<file path="src/rtl/u8v_pkg.sv">
// Package for the UTF-8 stream validator: status codes, byte-range constants
// and the state and result records shared by the step logic and the top level.
// No dependencies.
package u8v_pkg;

	localparam int unsigned CpW = 21;

	typedef enum logic [2:0] {
		ST_OK       = 3'd0,
		ST_NUL      = 3'd1,
		ST_BAD_LEAD = 3'd2,
		ST_TRUNC    = 3'd3,
		ST_BAD_CONT = 3'd4,
		ST_BAD_CP   = 3'd5
	} status_t;

	localparam logic [7:0] LEAD2_LO  = 8'hc2;
	localparam logic [7:0] LEAD2_HI  = 8'hdf;
	localparam logic [7:0] LEAD3_LO  = 8'he0;
	localparam logic [7:0] LEAD3_HI  = 8'hef;
	localparam logic [7:0] LEAD4_LO  = 8'hf0;
	localparam logic [7:0] LEAD4_HI  = 8'hf4;
	localparam logic [7:0] CONT_MASK = 8'hc0;
	localparam logic [7:0] CONT_TAG  = 8'h80;
	localparam logic [7:0] ASCII_TOP = 8'h80;

	localparam logic [CpW-1:0] CP_MAX     = 21'h10ffff;
	localparam logic [CpW-1:0] SURR_LO    = 21'h00d800;
	localparam logic [CpW-1:0] SURR_HI    = 21'h00dfff;
	localparam logic [CpW-1:0] MIN_LEN2   = 21'h000080;
	localparam logic [CpW-1:0] MIN_LEN3   = 21'h000800;
	localparam logic [CpW-1:0] MIN_LEN4   = 21'h010000;

	typedef struct packed {
		logic [1:0]     bytes_left;
		logic [1:0]     seq_length;
		logic [CpW-1:0] code_accum;
		logic           pend_bad;
		status_t        err;
	} dec_state_t;

	typedef struct packed {
		logic [CpW-1:0] code_point;
		logic           code_ready;
		status_t        status;
		logic           string_end;
	} dec_result_t;

endpackage

</file>
<file path="src/rtl/u8v_if.sv">
// Valid/ready channel interfaces for the UTF-8 stream validator: the byte
// channel and the decoded-result channel. Depends on u8v_pkg.
interface u8v_byte_if;
	logic       valid;
	logic       ready;
	logic [7:0] byte_req;
	logic       last;

	modport source (output valid, output byte_req, output last, input ready);
	modport sink   (input valid, input byte_req, input last, output ready);
endinterface

interface u8v_code_if;
	logic                          valid;
	logic                          ready;
	logic [u8v_pkg::CpW-1:0]       code_point;
	logic                          code_ready;
	u8v_pkg::status_t              status;
	logic                          string_end;

	modport source (output valid, output code_point, output code_ready, output status,
		output string_end, input ready);
	modport sink   (input valid, input code_point, input code_ready, input status,
		input string_end, output ready);
endinterface

</file>
<file path="src/rtl/utf8_stream_validator.sv">
// Top level of the UTF-8 stream validator: state register, result register
// and handshake. Depends on u8v_pkg, u8v_if and u8v_step.
//
// Takes one byte per cycle on the byte channel while the sink keeps up and
// returns exactly one result per byte in the cycle after acceptance, holding
// the decoded scalar (with code_ready) and the running status; on the byte
// marked last the status is the verdict for the whole string and all decoder
// state clears. Sustained rate is one byte per clock: the decoder state is a
// single register, and the result register accepts a new byte whenever it
// is empty or its current result is being taken.
module utf8_stream_validator (
	input logic                clk,
	input logic                arst_n,
	u8v_byte_if.sink           bytes,
	u8v_code_if.source         codes
);

	u8v_pkg::dec_state_t   state_q;
	u8v_pkg::dec_state_t   state_nxt;
	u8v_pkg::dec_result_t  res;
	u8v_pkg::dec_result_t  res_q;
	logic                  out_valid_q;
	logic                  accept;

	assign bytes.ready = !out_valid_q || codes.ready;
	assign accept      = bytes.valid && bytes.ready;

	u8v_step u_step (
		.cur      (state_q),
		.byte_req (bytes.byte_req),
		.last     (bytes.last),
		.nxt      (state_nxt),
		.res      (res)
	);

	always_ff @(posedge clk or negedge arst_n) begin
		if (!arst_n) begin
			state_q     <= '0;
			out_valid_q <= 1'b0;
		end else begin
			if (accept) begin
				state_q <= state_nxt;
			end
			if (accept) begin
				out_valid_q <= 1'b1;
			end else if (codes.ready) begin
				out_valid_q <= 1'b0;
			end
		end
	end

	// hold the result until the sink takes it
	always_ff @(posedge clk) begin
		if (accept) begin
			res_q <= res;
		end
	end

	assign codes.valid      = out_valid_q;
	assign codes.code_point = res_q.code_point;
	assign codes.code_ready = res_q.code_ready;
	assign codes.status     = res_q.status;
	assign codes.string_end = res_q.string_end;

	a_ready_ok: assert property (@(posedge clk) disable iff (!arst_n)
		codes.valid && codes.code_ready |-> codes.status == u8v_pkg::ST_OK)
		else $error("scalar delivered with an error status");

	a_ready_range: assert property (@(posedge clk) disable iff (!arst_n)
		codes.valid && codes.code_ready |-> codes.code_point <= u8v_pkg::CP_MAX
			&& codes.code_point != 21'd0)
		else $error("delivered scalar out of range");

	a_end_clears: assert property (@(posedge clk) disable iff (!arst_n)
		accept && bytes.last |=> state_q.bytes_left == 2'd0
			&& state_q.err == u8v_pkg::ST_OK)
		else $error("state not cleared after last byte");

	a_left_le_len: assert property (@(posedge clk) disable iff (!arst_n)
		state_q.bytes_left <= state_q.seq_length)
		else $error("more continuations pending than sequence length");

	a_end_echo: assert property (@(posedge clk) disable iff (!arst_n)
		accept |=> codes.valid && codes.string_end == $past(bytes.last))
		else $error("result missing or end flag lost");

endmodule

</file>
<file path="src/rtl/u8v_step.sv">
// Next-state and result logic for one byte of the UTF-8 stream validator.
// Purely combinational; depends on u8v_pkg.
module u8v_step (
	input  u8v_pkg::dec_state_t  cur,
	input  logic [7:0]           byte_req,
	input  logic                 last,
	output u8v_pkg::dec_state_t  nxt,
	output u8v_pkg::dec_result_t res
);

	logic [1:0]                lead_n;
	logic [4:0]                lead_bits;
	logic                      pend;
	logic [u8v_pkg::CpW-1:0]   acc;
	logic [1:0]                left;
	logic [u8v_pkg::CpW-1:0]   min_cp;
	logic                      cp_ok;
	u8v_pkg::dec_state_t       upd;

	always_comb begin
		if (byte_req >= u8v_pkg::LEAD2_LO && byte_req <= u8v_pkg::LEAD2_HI) begin
			lead_n = 2'd1;
		end else if (byte_req >= u8v_pkg::LEAD3_LO && byte_req <= u8v_pkg::LEAD3_HI) begin
			lead_n = 2'd2;
		end else if (byte_req >= u8v_pkg::LEAD4_LO && byte_req <= u8v_pkg::LEAD4_HI) begin
			lead_n = 2'd3;
		end else begin
			lead_n = 2'd0;
		end
	end

	// payload bits of the lead byte shrink as the sequence grows
	always_comb begin
		case (lead_n)
			2'd1:    lead_bits = byte_req[4:0];
			2'd2:    lead_bits = {1'b0, byte_req[3:0]};
			2'd3:    lead_bits = {2'b00, byte_req[2:0]};
			default: lead_bits = '0;
		endcase
	end

	always_comb begin
		case (cur.seq_length)
			2'd1:    min_cp = u8v_pkg::MIN_LEN2;
			2'd2:    min_cp = u8v_pkg::MIN_LEN3;
			default: min_cp = u8v_pkg::MIN_LEN4;
		endcase
	end

	assign pend  = cur.pend_bad | ((byte_req & u8v_pkg::CONT_MASK) != u8v_pkg::CONT_TAG);
	assign acc   = {cur.code_accum[u8v_pkg::CpW-7:0], byte_req[5:0]};
	assign left  = cur.bytes_left - 2'd1;
	assign cp_ok = (acc >= min_cp) && (acc <= u8v_pkg::CP_MAX)
		&& !((acc >= u8v_pkg::SURR_LO) && (acc <= u8v_pkg::SURR_HI));

	always_comb begin
		upd = cur;
		res.code_point = '0;
		res.code_ready = 1'b0;
		if (cur.err == u8v_pkg::ST_OK) begin
			if (cur.bytes_left == 2'd0) begin
				if (byte_req < u8v_pkg::ASCII_TOP) begin
					if (byte_req == 8'd0) begin
						upd.err = u8v_pkg::ST_NUL;
					end else begin
						res.code_point = u8v_pkg::CpW'(byte_req);
						res.code_ready = 1'b1;
					end
				end else if (lead_n == 2'd0) begin
					upd.err = u8v_pkg::ST_BAD_LEAD;
				end else begin
					upd.bytes_left = lead_n;
					upd.seq_length = lead_n;
					upd.code_accum = u8v_pkg::CpW'(lead_bits);
					upd.pend_bad   = 1'b0;
					if (last) begin
						upd.err = u8v_pkg::ST_TRUNC;
					end
				end
			end else begin
				upd.code_accum = acc;
				upd.bytes_left = left;
				upd.pend_bad   = pend;
				if (left == 2'd0) begin
					// sequence complete: a held bad continuation wins over range checks
					if (pend) begin
						upd.err = u8v_pkg::ST_BAD_CONT;
					end else if (!cp_ok) begin
						upd.err = u8v_pkg::ST_BAD_CP;
					end else begin
						res.code_point = acc;
						res.code_ready = 1'b1;
					end
					upd.pend_bad = 1'b0;
				end else if (last) begin
					upd.err = u8v_pkg::ST_TRUNC;
				end
			end
		end
		res.status     = upd.err;
		res.string_end = last;
		// drop all state at the end of the string
		nxt = last ? '0 : upd;
	end

endmodule

</file>
<file path="src/flat_wrapper.sv">
// flat-port wrapper written by rule: the top's interface ports become plain ports
module utf8_stream_validator_flat 
  (clk, arst_n, bytes_valid, bytes_byte_req, bytes_last, bytes_ready, codes_valid, codes_code_point, codes_code_ready, codes_status, codes_string_end, codes_ready);
  u8v_byte_if bytes_i ();
  u8v_code_if codes_i ();
  input logic clk;
  input logic arst_n;
  input wire logic [$bits(bytes_i.valid)-1:0] bytes_valid;
  input wire logic [$bits(bytes_i.byte_req)-1:0] bytes_byte_req;
  input wire logic [$bits(bytes_i.last)-1:0] bytes_last;
  output wire logic [$bits(bytes_i.ready)-1:0] bytes_ready;
  output wire logic [$bits(codes_i.valid)-1:0] codes_valid;
  output wire logic [$bits(codes_i.code_point)-1:0] codes_code_point;
  output wire logic [$bits(codes_i.code_ready)-1:0] codes_code_ready;
  output wire logic [$bits(codes_i.status)-1:0] codes_status;
  output wire logic [$bits(codes_i.string_end)-1:0] codes_string_end;
  input wire logic [$bits(codes_i.ready)-1:0] codes_ready;
  assign bytes_i.valid = bytes_valid;
  assign bytes_i.byte_req = bytes_byte_req;
  assign bytes_i.last = bytes_last;
  assign bytes_ready = bytes_i.ready;
  assign codes_valid = codes_i.valid;
  assign codes_code_point = codes_i.code_point;
  assign codes_code_ready = codes_i.code_ready;
  assign codes_status = codes_i.status;
  assign codes_string_end = codes_i.string_end;
  assign codes_i.ready = codes_ready;
  utf8_stream_validator u_core (.clk(clk), .arst_n(arst_n), .bytes(bytes_i), .codes(codes_i));
endmodule
</file>
<file path="config.mk">
export PLATFORM = sky130hd
export DESIGN_NAME = utf8_stream_validator_flat
export DESIGN_NICKNAME = d
export VERILOG_FILES = /design/src/rtl/u8v_pkg.sv /design/src/rtl/u8v_if.sv /design/src/rtl/utf8_stream_validator.sv /design/src/rtl/u8v_step.sv /design/src/flat_wrapper.sv
export SDC_FILE = /design/constraint.sdc
export NUM_CORES = 1
export LEC_CHECK = 0
export BUFFER_PORTS_ARGS = -buffer_cell sky130_fd_sc_hd__buf_4
export CORE_MARGIN = 10
export CORE_UTILIZATION = 50
export CTS_CLUSTER_SIZE = 30
export DETAILED_ROUTE_END_ITERATION = 6
export PLACE_DENSITY = 0.85
export SETUP_SLACK_MARGIN = 0.02
export SYNTH_ARGS = -nofsm -noshare
export SYNTH_HDL_FRONTEND = slang
export SYNTH_SLANG_ARGS = --single-unit
export TNS_END_PERCENT = 10
</file>
<file path="constraint.sdc">
create_clock -name clk -period 2.28 [get_ports clk]
set_clock_uncertainty 0.05 [all_clocks]
set_input_delay 0.114 -clock clk [delete_from_list [all_inputs] [get_ports clk]]
set_output_delay 0.114 -clock clk [all_outputs]
set_load 0.02 [all_outputs]
</file>
* Word-level counts from Yosys, hierarchy flattened
Cells that the tools add are included.
** Operators by class
- Bitwise operators :: 1
- Reduce and logical (&&, ||, !) cells :: 20
- Eq/ne operators :: 10
- Mux-type cells :: 28
- Add/sub/neg operators :: 1
- Order comparisons :: 11
** Operators by type and width (count)
- $mux W22 :: 4
- $mux W29 :: 2
- $mux W26 :: 2
- $pmux W17 S2 :: 1
- $mux W25 :: 1
- $ge A8 B8 Y1 const B :: 3
- $le A8 B8 Y1 const B :: 3
- $ge A21 B16 Y1 const B :: 1
- $ge A21 B17 Y1 :: 1
- $le A21 B16 Y1 const B :: 1
- $le A21 B21 Y1 const B :: 1
- $mux W3 :: 7
- $mux W9 :: 2
- $pmux W5 S3 :: 1
- $mux W2 :: 5
- $logic_not A8 Y1 :: 1
- $lt A8 B8 Y1 const B :: 1
- $logic_and A1 B1 Y1 :: 7
- $eq A2 B2 Y1 const B :: 3
- $logic_not A2 Y1 :: 3
- $ne A2 B2 Y1 const B :: 3
- $ne A3 B3 Y1 const B :: 2
- $reduce_bool A2 Y1 :: 3
- $reduce_and A5 Y1 :: 1
- other kinds (8) :: 12
** Word-level totals
- Output and inout bits :: 28
- Bits in registers :: 50

* Depth between registers and ports, before layout
- Word-level depth :: 12
- Depth in mapped cells :: 10
- Depth with buffers taken out :: 9

* Modules after synthesis
A second synthesis with hierarchy kept.
** Second synthesis, totals
- Cells, all modules :: 247
- Area, all modules :: 3079.2 um2
** Modules (own cells, without submodules)
- utf8_stream_validator :: cells each 92, seq. area each 1531.5 um2, times used 1, area an instance 2035.7 um2
- u8v_step :: cells each 155, seq. area each 0.0 um2, times used 1, area an instance 1043.5 um2

* Worst setup path after synthesis
OpenSTA, ideal clock, no wires.
- Path kind :: reg2reg
- Start point :: register u_core.out_valid_q, in the netlist u_core.codes.valid
- End point :: register u_core.state_q[3] (netlist bit)
- Stages on the path, launching flop included :: 7
- Data required time :: 2.143 ns
- Data arrival time :: 2.273 ns
- Setup slack :: -0.130 ns
- Buffers on the path :: 0
- Setup time :: 0.087 ns
- Cells stage by stage :: dfrtp_1 nand2b_1 nand2_1 inv_1 nand2_1 or3b_2 a22oi_1
** On the way
- Cells in the longest elaborated chain, start to end :: 4
** Ends and longest elaborated chain
- start: declaration :: line utf8_stream_validator.sv:22 : logic out_valid_q;
- start signal: assignment :: line utf8_stream_validator.sv:39 : out_valid_q <= 1'b0;
- start signal: assignment :: line utf8_stream_validator.sv:45 : out_valid_q <= 1'b1;
- start signal: assignment :: line utf8_stream_validator.sv:47 : out_valid_q <= 1'b0;
- $logic_not A1 Y1 :: line utf8_stream_validator.sv:25 : assign bytes.ready = !out_valid_q || codes.ready;
- $logic_or A1 B1 Y1 :: line utf8_stream_validator.sv:25
- net bytes_ready :: line flat_wrapper.sv:11 : output wire logic [$bits(bytes_i.ready)-1:0] bytes_ready;
- $logic_and A1 B1 Y1 :: line utf8_stream_validator.sv:26 : assign accept = bytes.valid && bytes.ready;
- net u_core.accept :: line utf8_stream_validator.sv:23 : logic accept;
- $reduce_and A4 Y1 (no line)
- end signal: assignment :: line utf8_stream_validator.sv:42 : state_q <= state_nxt;
- end: declaration :: line utf8_stream_validator.sv:18 : u8v_pkg::dec_state_t state_q;
The timed path passes the listed nets, and every way through them passes these cells.
A chain may end at the register's enable or synchronous reset.

==> flow_summary.yaml <==
outcome:
  status: "finished, violations left"
  violations: "setup timing"
clock_tree:
  clockBufferDepth: 2
  clock_sinks: 50
  ctsHtreeMaxLevel: 2
  cts_tree: "yes"
  cts_buffers: 5
  clk_latency_ps: 310
  root_buffer: "clkbuf_8"
  clk_pin_slew_ps: 100
synth:
  yosys.area_share.simple_pct: 20.7
  synth_top_family_by_area: "simple AND/OR/NAND/NOR gates"
  synthCells: 239
  synth-async-reset-ratio_pct: 48.0
  yosysWarnings: 0
  synth-edff-count: 26
  synth_xor_xnor_area_share_pct: 0
  ys_ff_latch: 50
  seq_area_frac_synth_pct: 54.8
  ys_types: 50
  syn_nets: 257
  ys.flop_type: "edfxtp_1"
  yosys.area_share.adder_pct: 2.48
  synth_compound_area_share_pct: 12.1
  synth_area_per_cell_sq_um: 10.5
  netlist_area_sq_mm: 0.00252
  synthMuxAreaShare_pct: 5.32
drt:
  vias: 2059
  wirelength_um: 6230
  drtPass1Iterations: 4
  drt-vias-per-instance: 5.61
  drc: 0
  wl_per_cell_um: 17.0
  ant_nets: 0
  drt_iter0_markers: 331
grt:
  grt_start_max_net_pins: 28
  grt_pass1_vias: 1940
  track_usage_pct: 14.6
  grt_pass1_wl_um: 9980
  antenna_found_initial: 0
  grt-ovfl-total: 0
timing:
  whs_ps: 28.6
  report.final.slew_viol_count: 0
  finalSetupViolations: 1
  worst_pin_slew_ps: 795
  fmax_mhz: 438
  finalHoldViolCount: 0
  fin_ws_ps: -2.21
  tns_ps: -2.21
  period_minus_slack_ps: 2280
  post-route-period-util_pct: 100
  max_slew_margin_pct: 46.8
  rsz0062_at_grt: "yes"
critical_path:
  worst-r2r-setup-slack_ps: -2
  cp.required_ps: 2310
  path_class: "reg -> reg"
  critPathCaptureType: "register"
  arrival_ps: 2310
  path_max_fanout: 4
  startpoint_type: "register"
power:
  p_per_area_mw_per_mm2: 656
  p_leak_uw: 0.00139
  vdd_drop_max_uv: 290
floorplan:
  start_util_pct: 52.3
  coreArea_sq_mm: 0.00482
  io_pins: 41
  num_rows: 25
  dieArea_sq_mm: 0.00828
  fp.dieH_um: 91.0
  die_w_um: 91.0
final_layout:
  final_nets: 317
  syn_to_final_growth_pct: 26.7
  fill_cells: 370
  layout-drive-gt1-share_pct: 29.7
  diodes: 0
flow_run:
  maxCapViolCount: 0
placed_design:
  numPortBuffers: 40
  dp_hpwl_um: 4440
  dp_slack_ps: -66.5
  gp_congestion: 0.905
hold_path:
  hp-class: "in -> reg"
-- worst max-delay path, stage by stage, from the launching register on --
cell      delay (ps)
dfrtp_1          380
inv_1             50
ha_2             180
ha_4             260
nor4bb_1         300
and4b_1          260
or3_4            180
nand2_1          130
a31o_2           260
-- layer usage --
metal / wire [um] / share of wire [%] / GRT usage [%]
met5: 0 / 0 / 0
met4: 100 / 1.6 / 6.01
met3: 514 / 8.3 / 3.54
met2: 2950 / 47 / 23.0
met1: 2660 / 43 / 19.0
-- stage by stage --
stage / instances / total power, uW / cell area (sq um) / util (%)
floorplan: 239 / 1350 / 2520 / -
global placement: 354 / 1530 / 2990 / 62.0
detailed placement: 354 / 1530 / 2990 / 62.0
CTS: 364 / 2070 / 3110 / 64.6
global route: 367 / 2180 / 3190 / 66.3
finish: 367 / 2090 / 3190 / 66.3
-- synthesized netlist by cell type, types with 2 or more instances --
library cell / number / area share (%)
nand2b_1: 4 / 0.99
a211oi_1: 2 / 0.60
buf_2: 2 / 0.40
mux2_2: 3 / 1.3
a22o_1: 3 / 1.0
and4b_1: 2 / 0.79
nor2b_1: 2 / 0.50
inv_1: 18 / 2.7
a31oi_1: 2 / 0.50
nor3_1: 5 / 0.99
or3_1: 4 / 0.99
edfxtp_1: 26 / 31
clkbuf_1: 5 / 0.75
nor4_1: 2 / 0.50
nor2_1: 19 / 2.8
dfrtp_1: 24 / 24
nand2_1: 31 / 4.6
a21oi_1: 7 / 1.4
nor3_2: 3 / 1.2
o31ai_1: 2 / 0.60
nand3_1: 3 / 0.60
o21a_1: 2 / 0.60
o21bai_1: 2 / 0.60
and3_1: 15 / 3.7
mux2i_1: 10 / 4.0
ha_1: 5 / 2.5
o21ai_0: 13 / 2.6
-- state kept, by name, indices dropped and copies added (netlist names) --
register                 count
u_core.codes.code_point     21
u_core.codes.code_ready      1
u_core.codes.status          3
u_core.codes.string_end      1
u_core.codes.valid           1
u_core.state_q              23
-- layout by cell type (no fill, tap or decap), types with 4 or more instances in the layout --
master,instances
clkbuf_8,6
nand2b_1,4
nor2_1,18
nand2_1,31
nor3_1,4
buf_4,58
a21oi_1,7
inv_1,15
mux2i_1,10
edfxtp_1,26
and3_1,15
o21ai_0,13
dfrtp_1,24
-- layout make-up --
type | instances | area [sq um] | area share, %
sequential | 50 | 1380 | 43.3
multi-input combinational | 162 | 1080 | 33.9
timing repair buffer | 62 | 478 | 15.0
tap | 67 | 83.8 | 2.63
clock buffer | 6 | 82.6 | 2.59
inverter | 18 | 71.3 | 2.23
clock inverter | 2 | 12.5 | 0.392
-- report_power, final --
part	total, uW	switching, uW	internal (uW)
clock	538	293	245
sequential	1060	34.9	1020
combinational	498	296	202
total	2090	624	1470
-- logic make-up (layout without fill, tap and decap cells) --
kind of cell	after synthesis	after routing
mux	13	13
compound gates	45	45
fa+ha+maj	5	5
buf+inv	27	88
flops	50	50
simple gates	99	99
-- final timing paths --
path	from	end	cells past startpoint
hold / removal	bytes_byte_req[2]	u_core.state_q[6]	2
setup reg to reg	u_core.state_q[26]	u_core.codes.status[2]	8
max in group asynchronous	arst_n	u_core.state_q[18]	2
hold reg to reg	u_core.codes.valid	u_core.codes.valid	2
setup / recovery	u_core.state_q[26]	u_core.codes.status[2]	8
min in group asynchronous	arst_n	u_core.state_q[0]	2
-- timing repair --
action / 4_1_cts / 5_1_grt
pin swaps: 1 / 7
buffers inserted: 0 / 2
hold buffers: 2 / 0
hold endpoints to repair: 25 / 0
setup endpoints to repair: 18 / 18
cloned: 0 / 1
gates resized for setup: 2 / 11
No activity file was read; power rests on OpenSTA's default activity.
